===== src/hw/rtl/assert_macros.svh =====
// Assertion helpers for the RTL.
`ifndef ASSERT_MACROS_SVH
`define ASSERT_MACROS_SVH

// Clocked assertion, disabled while reset is applied.
`define ASSERT_CLK(label, prop, msg) \
  label: assert property (@(posedge clk_i) disable iff (!rst_ni) prop) else $error(msg);

// Clocked assertion that is also checked during reset.
`define ASSERT_ALWAYS(label, prop, msg) \
  label: assert property (@(posedge clk_i) prop) else $error(msg);

`endif


===== src/hw/rtl/upd_pkg.sv =====
package upd_pkg;

  // Character codes
  localparam logic [7:0] CHAR_PCT   = 8'h25;
  localparam logic [7:0] CHAR_SPACE = 8'h20;
  localparam logic [7:0] CHAR_HASH  = 8'h23;
  localparam logic [7:0] CHAR_UPPER_A = 8'h41;

  // Nibble corrections for letter digits
  localparam logic [7:0] HI_LETTER_ADJ = 8'h90;
  localparam logic [7:0] LO_LETTER_ADJ = 8'h09;

  // Results per transaction and output queue geometry
  localparam int unsigned MAX_EMIT   = 3;
  localparam int unsigned EMIT_CW    = $clog2(MAX_EMIT + 1);
  localparam int unsigned FIFO_DEPTH = 8;
  localparam int unsigned FIFO_AW    = $clog2(FIFO_DEPTH);
  localparam int unsigned FIFO_CW    = FIFO_AW + 1;

  typedef enum logic [1:0] {
    PH_IDLE  = 2'd0,
    PH_PCT   = 2'd1,
    PH_DIGIT = 2'd2
  } phase_e;

  typedef struct packed {
    logic [7:0] in_byte;
    logic       in_last;
  } upd_in_t;

  typedef struct packed {
    logic [7:0] out_byte;
    logic       out_last;
  } upd_out_t;

  function automatic logic is_hex(input logic [7:0] c);
    return (c >= 8'h30 && c <= 8'h39) || (c >= 8'h41 && c <= 8'h46) ||
           (c >= 8'h61 && c <= 8'h66);
  endfunction

  // Two hex digits to a byte, 8-bit arithmetic as in the escape rules
  function automatic logic [7:0] hex_pair(input logic [7:0] hi, input logic [7:0] lo);
    logic [7:0] v_hi;
    logic [7:0] v;
    v_hi = {hi[3:0], 4'h0};
    if (hi >= CHAR_UPPER_A) v_hi = v_hi + HI_LETTER_ADJ;
    v = {v_hi[7:4], lo[3:0]};
    if (lo >= CHAR_UPPER_A) v = v + LO_LETTER_ADJ;
    return v;
  endfunction

endpackage


===== src/hw/rtl/url_partial_percent_decoder.sv =====
// Partial URL percent decoder. Accepts one URL byte per transaction on the
// input channel (in_last on the final byte) and emits the decoded string on
// the output channel, one byte per transaction, with out_last on the final
// byte. "%XY" with two hex digits becomes the encoded byte, except for the
// space, '#' and '%' codes, which stay escaped; malformed escapes pass through
// and the bytes after the '%' are scanned again. Each input byte is decoded in
// the cycle it is accepted and yields zero to three output bytes, which are
// registered in the output queue. Input is taken every cycle as long as an
// eight-entry output queue has room for three bytes; the output drains one
// byte per cycle while out_ready_i is high, so a stream averaging at most
// one output byte per input byte runs at one byte per cycle.
`include "assert_macros.svh"

module url_partial_percent_decoder
  import upd_pkg::*;
(
  input  logic     clk_i,
  input  logic     rst_ni,
  input  logic     in_valid_i,
  output logic     in_ready_o,
  input  upd_in_t  in_data_i,
  output logic     out_valid_o,
  input  logic     out_ready_i,
  output upd_out_t out_data_o
);

  phase_e     phase_q, phase_d;
  logic [7:0] held_q, held_d;

  logic [FIFO_AW-1:0] wr_ptr_q, rd_ptr_q;
  logic [FIFO_CW-1:0] count_q, count_d;
  upd_out_t           fifo_q [FIFO_DEPTH];

  upd_out_t           emit [MAX_EMIT];
  logic [EMIT_CW-1:0] emit_cnt;
  logic [EMIT_CW-1:0] pre_cnt;
  logic               tail_en;
  logic               push, pop;
  logic               b_hex;
  logic [7:0]         pair;
  logic [7:0]         b;
  logic               last;

  assign b     = in_data_i.in_byte;
  assign last  = in_data_i.in_last;
  assign b_hex = is_hex(b);
  assign pair  = hex_pair(held_q, b);

  assign push = in_valid_i && in_ready_o;
  assign pop  = out_valid_o && out_ready_i;

  // Room for a full burst of results
  assign in_ready_o  = (count_q <= FIFO_CW'(FIFO_DEPTH - MAX_EMIT));
  assign out_valid_o = (count_q != '0);
  assign out_data_o  = fifo_q[rd_ptr_q];

  // Escape decode: results and next phase
  always_comb begin
    for (int i = 0; i < MAX_EMIT; i++) begin
      emit[i] = '{out_byte: b, out_last: 1'b0};
    end
    emit_cnt = '0;
    pre_cnt  = '0;
    tail_en  = 1'b0;
    phase_d  = phase_q;
    held_d   = held_q;

    case (phase_q)
      PH_PCT: begin
        if (b_hex) begin
          if (last) begin
            emit[0].out_byte = CHAR_PCT;
            emit[1].out_byte = b;
            emit_cnt = EMIT_CW'(2);
            phase_d  = PH_IDLE;
          end else begin
            held_d  = b;
            phase_d = PH_DIGIT;
          end
        end else begin
          emit[0].out_byte = CHAR_PCT;
          pre_cnt = EMIT_CW'(1);
          tail_en = 1'b1;
        end
      end
      PH_DIGIT: begin
        phase_d = PH_IDLE;
        if (b_hex) begin
          if (pair != CHAR_SPACE && pair != CHAR_HASH && pair != CHAR_PCT) begin
            emit[0].out_byte = pair;
            emit_cnt = EMIT_CW'(1);
          end else begin
            emit[0].out_byte = CHAR_PCT;
            emit[1].out_byte = held_q;
            emit[2].out_byte = b;
            emit_cnt = EMIT_CW'(3);
          end
        end else begin
          emit[0].out_byte = CHAR_PCT;
          emit[1].out_byte = held_q;
          pre_cnt = EMIT_CW'(2);
          tail_en = 1'b1;
        end
      end
      default: begin
        tail_en = 1'b1;
      end
    endcase

    // Byte handled as if it arrived while idle
    if (tail_en) begin
      if (b == CHAR_PCT && !last) begin
        emit_cnt = pre_cnt;
        phase_d  = PH_PCT;
      end else begin
        emit[pre_cnt].out_byte = b;
        emit_cnt = pre_cnt + EMIT_CW'(1);
        phase_d  = PH_IDLE;
      end
    end

    // End of string: flag the final result, drop anything held
    if (last) begin
      phase_d = PH_IDLE;
      if (emit_cnt != '0) begin
        emit[emit_cnt - EMIT_CW'(1)].out_last = 1'b1;
      end
    end
  end

  assign count_d = count_q + (push ? FIFO_CW'(emit_cnt) : '0) - FIFO_CW'(pop);

  // Control state
  always_ff @(posedge clk_i or negedge rst_ni) begin
    if (!rst_ni) begin
      phase_q  <= PH_IDLE;
      held_q   <= '0;
      wr_ptr_q <= '0;
      rd_ptr_q <= '0;
      count_q  <= '0;
    end else begin
      if (push) begin
        phase_q  <= phase_d;
        held_q   <= held_d;
        wr_ptr_q <= wr_ptr_q + FIFO_AW'(emit_cnt);
      end
      if (pop) begin
        rd_ptr_q <= rd_ptr_q + FIFO_AW'(1);
      end
      count_q <= count_d;
    end
  end

  // Output queue storage
  always_ff @(posedge clk_i) begin
    if (push) begin
      for (int i = 0; i < MAX_EMIT; i++) begin
        if (EMIT_CW'(i) < emit_cnt) begin
          fifo_q[wr_ptr_q + FIFO_AW'(i)] <= emit[i];
        end
      end
    end
  end

  `ASSERT_CLK(a_count_bound, count_q <= FIFO_CW'(FIFO_DEPTH), "output queue overflow")
  `ASSERT_CLK(a_ptr_count, count_q[FIFO_AW-1:0] == FIFO_AW'(wr_ptr_q - rd_ptr_q), "queue pointers and count disagree")
  `ASSERT_CLK(a_last_idle, push && last |=> phase_q == PH_IDLE, "phase not idle after end of string")
  `ASSERT_CLK(a_last_emits, push && last |=> count_q != '0, "end of string produced no result")

endmodule


===== config.mk =====
export PLATFORM = sky130hd
export DESIGN_NAME = url_partial_percent_decoder
export DESIGN_NICKNAME = d
export VERILOG_FILES = /design/src/hw/rtl/upd_pkg.sv /design/src/hw/rtl/url_partial_percent_decoder.sv
export VERILOG_INCLUDE_DIRS = /design/src /design/src/hw/rtl
export SDC_FILE = /design/constraint.sdc
export NUM_CORES = 1
export LEC_CHECK = 0
export ABC_CLOCK_PERIOD_IN_PS = 11650
export BUFFER_PORTS_ARGS = -buffer_cell sky130_fd_sc_hd__buf_2
export CAP_MARGIN = 15
export CORE_MARGIN = 3
export CORE_UTILIZATION = 40
export DETAILED_ROUTE_END_ITERATION = 8
export GPL_TIMING_DRIVEN = 0
export SYNTH_ARGS = -nofsm -noshare
export SYNTH_HDL_FRONTEND = slang
export SYNTH_SLANG_ARGS = --single-unit

===== constraint.sdc =====
create_clock -name clk_i -period 11.65 [get_ports clk_i]
set_input_delay 1.165 -clock clk_i [delete_from_list [all_inputs] [get_ports clk_i]]
set_output_delay 1.165 -clock clk_i [all_outputs]
set_load 0.01 [all_outputs]

Yosys cells after proc, flatten, opt, wreduce, memory -nomap -nowiden

Memory sizes are Yosys's and may differ from the RTL's.
Index checks and enable logic that the tools add are counted.

Bits in read-only memories: 0
Memory bits (writable): 72
Memories kept: 1
Flip-flop bits (word level): 20
Word-level logic and storage cells: 107
Output and inout port bits: 11
Bits in latches: 0

Multipliers: 0
Multiplexer cells: 47
Equality and inequality tests: 7
Div/mod/pow operators: 0
Magnitude comparators: 15
Reduce and logical (&&, ||, !) cells: 19
Bitwise gates (word level): 3
Shifts and indexed selects: 0
Add/subtract/negate cells: 10

Memories:

| memory | depth | width | read ports | clocked after memory_dff | wr ports | RTL line                          | source |
|---|---|---|---|---|---|---|---|
| fifo_q | 8     | 9     | 1          | 0                        | 3        | url_partial_percent_decoder.sv:32 | `upd_out_t fifo_q [FIFO_DEPTH];` |

Operator list:

| kind                | number |
|---|---|
| $mux 27             | 4 |
| $mux 8              | 9 |
| $bwmux 27           | 2 |
| $demux 9 s2         | 2 |
| $ge 8x7->1 const B  | 3 |
| $ne 8x6->1 const B  | 3 |
| $mux 2              | 11 |
| $le 8x7->1 const B  | 2 |
| $pmux 8 s2          | 1 |
| $mux 1              | 14 |
| $pmux 2 s2          | 3 |
| $logic_and 1x1->1   | 10 |
| $mux 9              | 1 |
| $add 8x4->8 const B | 1 |
| $add 8x8->8 const B | 1 |
| $eq 8x6->1 const B  | 1 |
| $ge 8x6->1 const B  | 1 |
| $le 8x6->1 const B  | 1 |
| $reduce_bool 4->1   | 2 |
| $add 3x1->3 const B | 2 |
| $ge 3x3->1 const B  | 2 |
| $lt 3x1->1 const B  | 2 |
| $not 2->3           | 2 |
| $add 4x2->4         | 1 |
| 18 further kinds    | 20 |

Logic depth before layout (Yosys ltp)

Word-level depth: 20
Mapped depth: 24
Depth with buffers taken out: 20

Worst setup path after synthesis

OpenSTA, ideal clock, no wires.

Path type: input to register
Start: input in_data_i[1] in the netlist's numbering
End: memory fifo_q[1][0] in the netlist's numbering, enable pin
Cell stages on the path: 19
Buffers on the path: 4
Data required time: 11247 ps
Arrival: 4963 ps
Setup slack: 6284 ps
Path through: buf_4 clkbuf_1 inv_1 ha_1 o21bai_1 o21ai_0 and3_1 clkbuf_1 nor2_1 nand2_1 ha_1 nand2_1 nand2_1 nand3_1 o31a_4 inv_2 buf_4 a21oi_1 o41ai_1

RTL lines:

| item               | RTL line                          | source |
|---|---|---|
| start: declaration | url_partial_percent_decoder.sv:21 | `input upd_in_t in_data_i,` |
| end: declaration   | url_partial_percent_decoder.sv:32 |  |

==> key figures <==
Status
  • Status: complete, no violations

Drt
  • 1st-iter DRT viols: 543
  • Final wirelength: 18.78 mm
  • Drt wl/cell: about 21 microns
  • Vias per inst: around 6
  • Number of routed nets with antenna violations: 0
  • Detailed-route DRC error count: 0
  • DR vias: around 5400
  • Drt first pass iters: 5

STA
  • Worst setup margin: 5765 ps
  • Final hold vios: 0
  • Slew of the pin with the lowest slew margin: 981.2 ps
  • Max Clock Freq: 169.9 MHz
  • Slew Viols, Final: 0
  • Min Tclk post-route: 5885 ps
  • Fin crit share: 50.52%
  • Clock skew: 7.002 ps
  • RSZ-0062 raised after global routing: no
  • Slew HR: 34.28%
  • Post-route setup TNS: 0 ps
  • Setup violators final: 0

Pwr
  • Power density over the cells: 163.9 nW/um^2
  • VDD IR max: 0.08094 mV
  • Leak pwr: 0.002629 uW

Synthesis
  • Synth cell types: 80
  • Ys async rst share: a little over a fifth
  • Post-synth EDFFs: 72
  • Sequential-to-total area share from yosys stat: 40.63%
  • Post-synthesis instance area: 6553 sq um
  • Mean Syn Cell Area: a little over 10 sq um
  • Syn. warnings: 0
  • Synth Net Count: ~670
  • Cells after Synth: ~630
  • Synthesized flop and latch total: 92
  • Ys flop type: edfxtp_1

Floorplan
  • Die area: 17950 sq um
  • Initial Util: 41.10%
  • Die width: 134.0 microns
  • Core region area: 15940 sq um
  • DIE HEIGHT: 134.0 microns
  • Ports: 24
  • Site row count: 46

Clocking
  • TritonCTS clock tree: done
  • CTS root buffer: clkbuf_16
  • # hold bufs at CTS: 0
  • CTS Sinks: 92
  • H-tree levels: 3
  • Buffer depth of the longest clock path: 2
  • Post-cts sizing count: 0
  • CTS buffer count: 9
  • Skew-Pair Late Insertion Delay: between 300 and 400 ps
  • CTS clk-pin slew, worst paths: 70 ps
  • Post-CTS Setup Bufs: 0

Setup path
  • Cell at the slowest stage of the critical path: o21ai_0
  • Crit path arrival time: 5940 ps
  • Startpoint types: input pin
  • CP top delay family: buffers and inverters
  • Worst-path fanout max: 10
  • Crit path cell chain: buf_2 > buf_4 > clkbuf_1 > inv_1 > ha_1 > nor3b_2 > o2bb2ai_1 > and3_1 > clkbuf_1 > nor2_1 > nand2_1 > ha_1 > nand2_1 > nand2_1 > nand3_1 > o31a_4 > inv_2 > buf_4 > a21oi_1 > nand2b_1 > o21ai_0 > buf_2
  • CP dominant cell by count: nand2_1
  • Crit end category: flip-flop
  • Critical path's largest stage delay: 510 ps
  • WP data required: 11700 ps
  • Crit path kind: in2reg
  • Buf/Inv on CP: 8

Layout
  • Final instance area: 7320 sq um
  • Core Util, Final: 45.91%
  • Final non-filler cell total: 892
  • Layout cells sized above 1: 21.60%
  • Inserted Diodes: 0
  • Post-synthesis to final-layout area growth: 11.71%
  • Nets: 706

GRT
  • All-Layer GR Usage: ~22%
  • Largest net degree at the start of global routing: 21
  • Global-route wire length before repair: 30.26 mm
  • Number of global-route vias before repair: 5458
  • Remaining Overflow, GRT: 0
  • Initial antenna violation count: 0

Placement
  • Dpl cells: 876
  • Post-DP Area: 7000 sq um
  • Pre-CTS setup slack: 5464 ps
  • HPWL Detailed: ~14 mm
  • IO Port Bufs: 21
  • GPL Wtd Cong: just over 0.9

Run
  • Max-Cap Viols: 0

Worst hold path
  • HP Class: reg2reg
-- synth_stat cells (8+ instances only) --
cell      number  area (sq um)
clkbuf_1      31         116.4
o221a_2       21         236.5
dfrtp_1       20         500.5
mux2_2        23         259.0
inv_1         25         93.84
nor2_1        69         259.0
o21ai_0       15         75.07
nand2_1       45         168.9
ha_1          20         250.2
and2_1         9         56.30
nor3_1        15         75.07
edfxtp_1      72          2162
xnor2_1        8         70.07
nand3_1       29         145.1
a221oi_1      21         183.9
mux4_2        18         405.4
a21oi_1       28         140.1
a211oi_1      10         75.07
nand2b_1      10         62.56
-- cell type report --
type                       count  area, sq um
clock buffer                  12        246.5
buffer                        47        215.2
fill                        1537         8623
timing repair buffer          28        155.1
inverter                      28        105.1
multi-input combinational    465         3592
sequential                    92         2663
tap                          216        270.3
clock inverter                 4        72.57
-- placed cells by master, fill, tap and decap left out, types with 7 or more instances in the layout --
master     netlist  final
edfxtp_1        72     72
nand3_1         29     29
a221oi_1        21     21
xor2_1           7      7
xnor2_1          8      8
and2_1           9      9
ha_1            20     20
nor2_1          69     69
a21oi_1         28     28
clkbuf_1        31     33
a211oi_1        10     10
nand2b_1        10     10
buf_4            4     10
a21boi_0         7      7
nor3_1          15     15
o21ai_1          7      8
mux2_2          23     23
clkbuf_16        0      9
buf_2            7     29
nand2_1         45     45
inv_1           25     25
mux4_2          18     18
o221a_2         21     21
o21ai_0         15     14
dfrtp_1         20     20
-- where the power goes --
group	internal, uW	switching, uW
registers	402	19.7
clock network	194	130
logic	195	258
-- flip-flops by register name (all words and copies together), names as in the netlist --
name and flops:
fifo_q 72, held_q 8, count_q 4, rd_ptr_q 3
wr_ptr_q 3, phase_q 2
-- layer usage --
layer	global-route usage, %	share of wire (%)	routed length (microns)	vias up
met5	0	0	0	-
met4	6.629	1.8	343	0
met3	2.626	4.9	913	23
met2	36.86	49	9224	176
met1	28.85	44	8295	2675
li1	-	-	-	2509
-- worst min-delay path, cell delays in order (launching register included) --
cell     delay [ps]
dfrtp_1         370
nand2_1          60
o41ai_1          60
-- final timing paths --
kind | from | to | slack, ps | depth (start not counted)
setup / recovery | in_data_i[1] | fifo_q[4][6]$_DFFE_PP_ | 5760 | 22
hold / removal | phase_q[1]$_DFFE_PN0P_ | phase_q[1]$_DFFE_PN0P_ | 520 | 2
setup reg to reg | held_q[0]$_DFFE_PN0P_ | fifo_q[4][6]$_DFFE_PP_ | 7310 | 14
hold reg to reg | phase_q[1]$_DFFE_PN0P_ | phase_q[1]$_DFFE_PN0P_ | 520 | 2
max in group asynchronous | rst_ni | wr_ptr_q[1]$_DFFE_PN0P_ | 10480 | 1
min in group asynchronous | rst_ni | count_q[3]$_DFF_PN0_ | 800 | 1
-- through the flow --
stage	hold slack, ps	total power (uW)
after floorplan	469.4	742.5
after global placement	489.2	863.7
after detailed placement	508.4	882.9
after CTS	524.1	1206
after global routing	571.3	1272
final	516.0	1200
-- cell families after synthesis --
group	count (synthesis)	synth area share [%]
adder cells (fa/ha/maj)	22	4.430
buffers and inverters	75	4.888
flip-flops	92	40.63
XOR/XNOR	15	2.005
multiplexers	46	11.48
AND/OR/NAND/NOR	220	16.99
AO/OA/AOI/OAI	162	19.57
No activity file was read; power rests on OpenSTA's default activity.
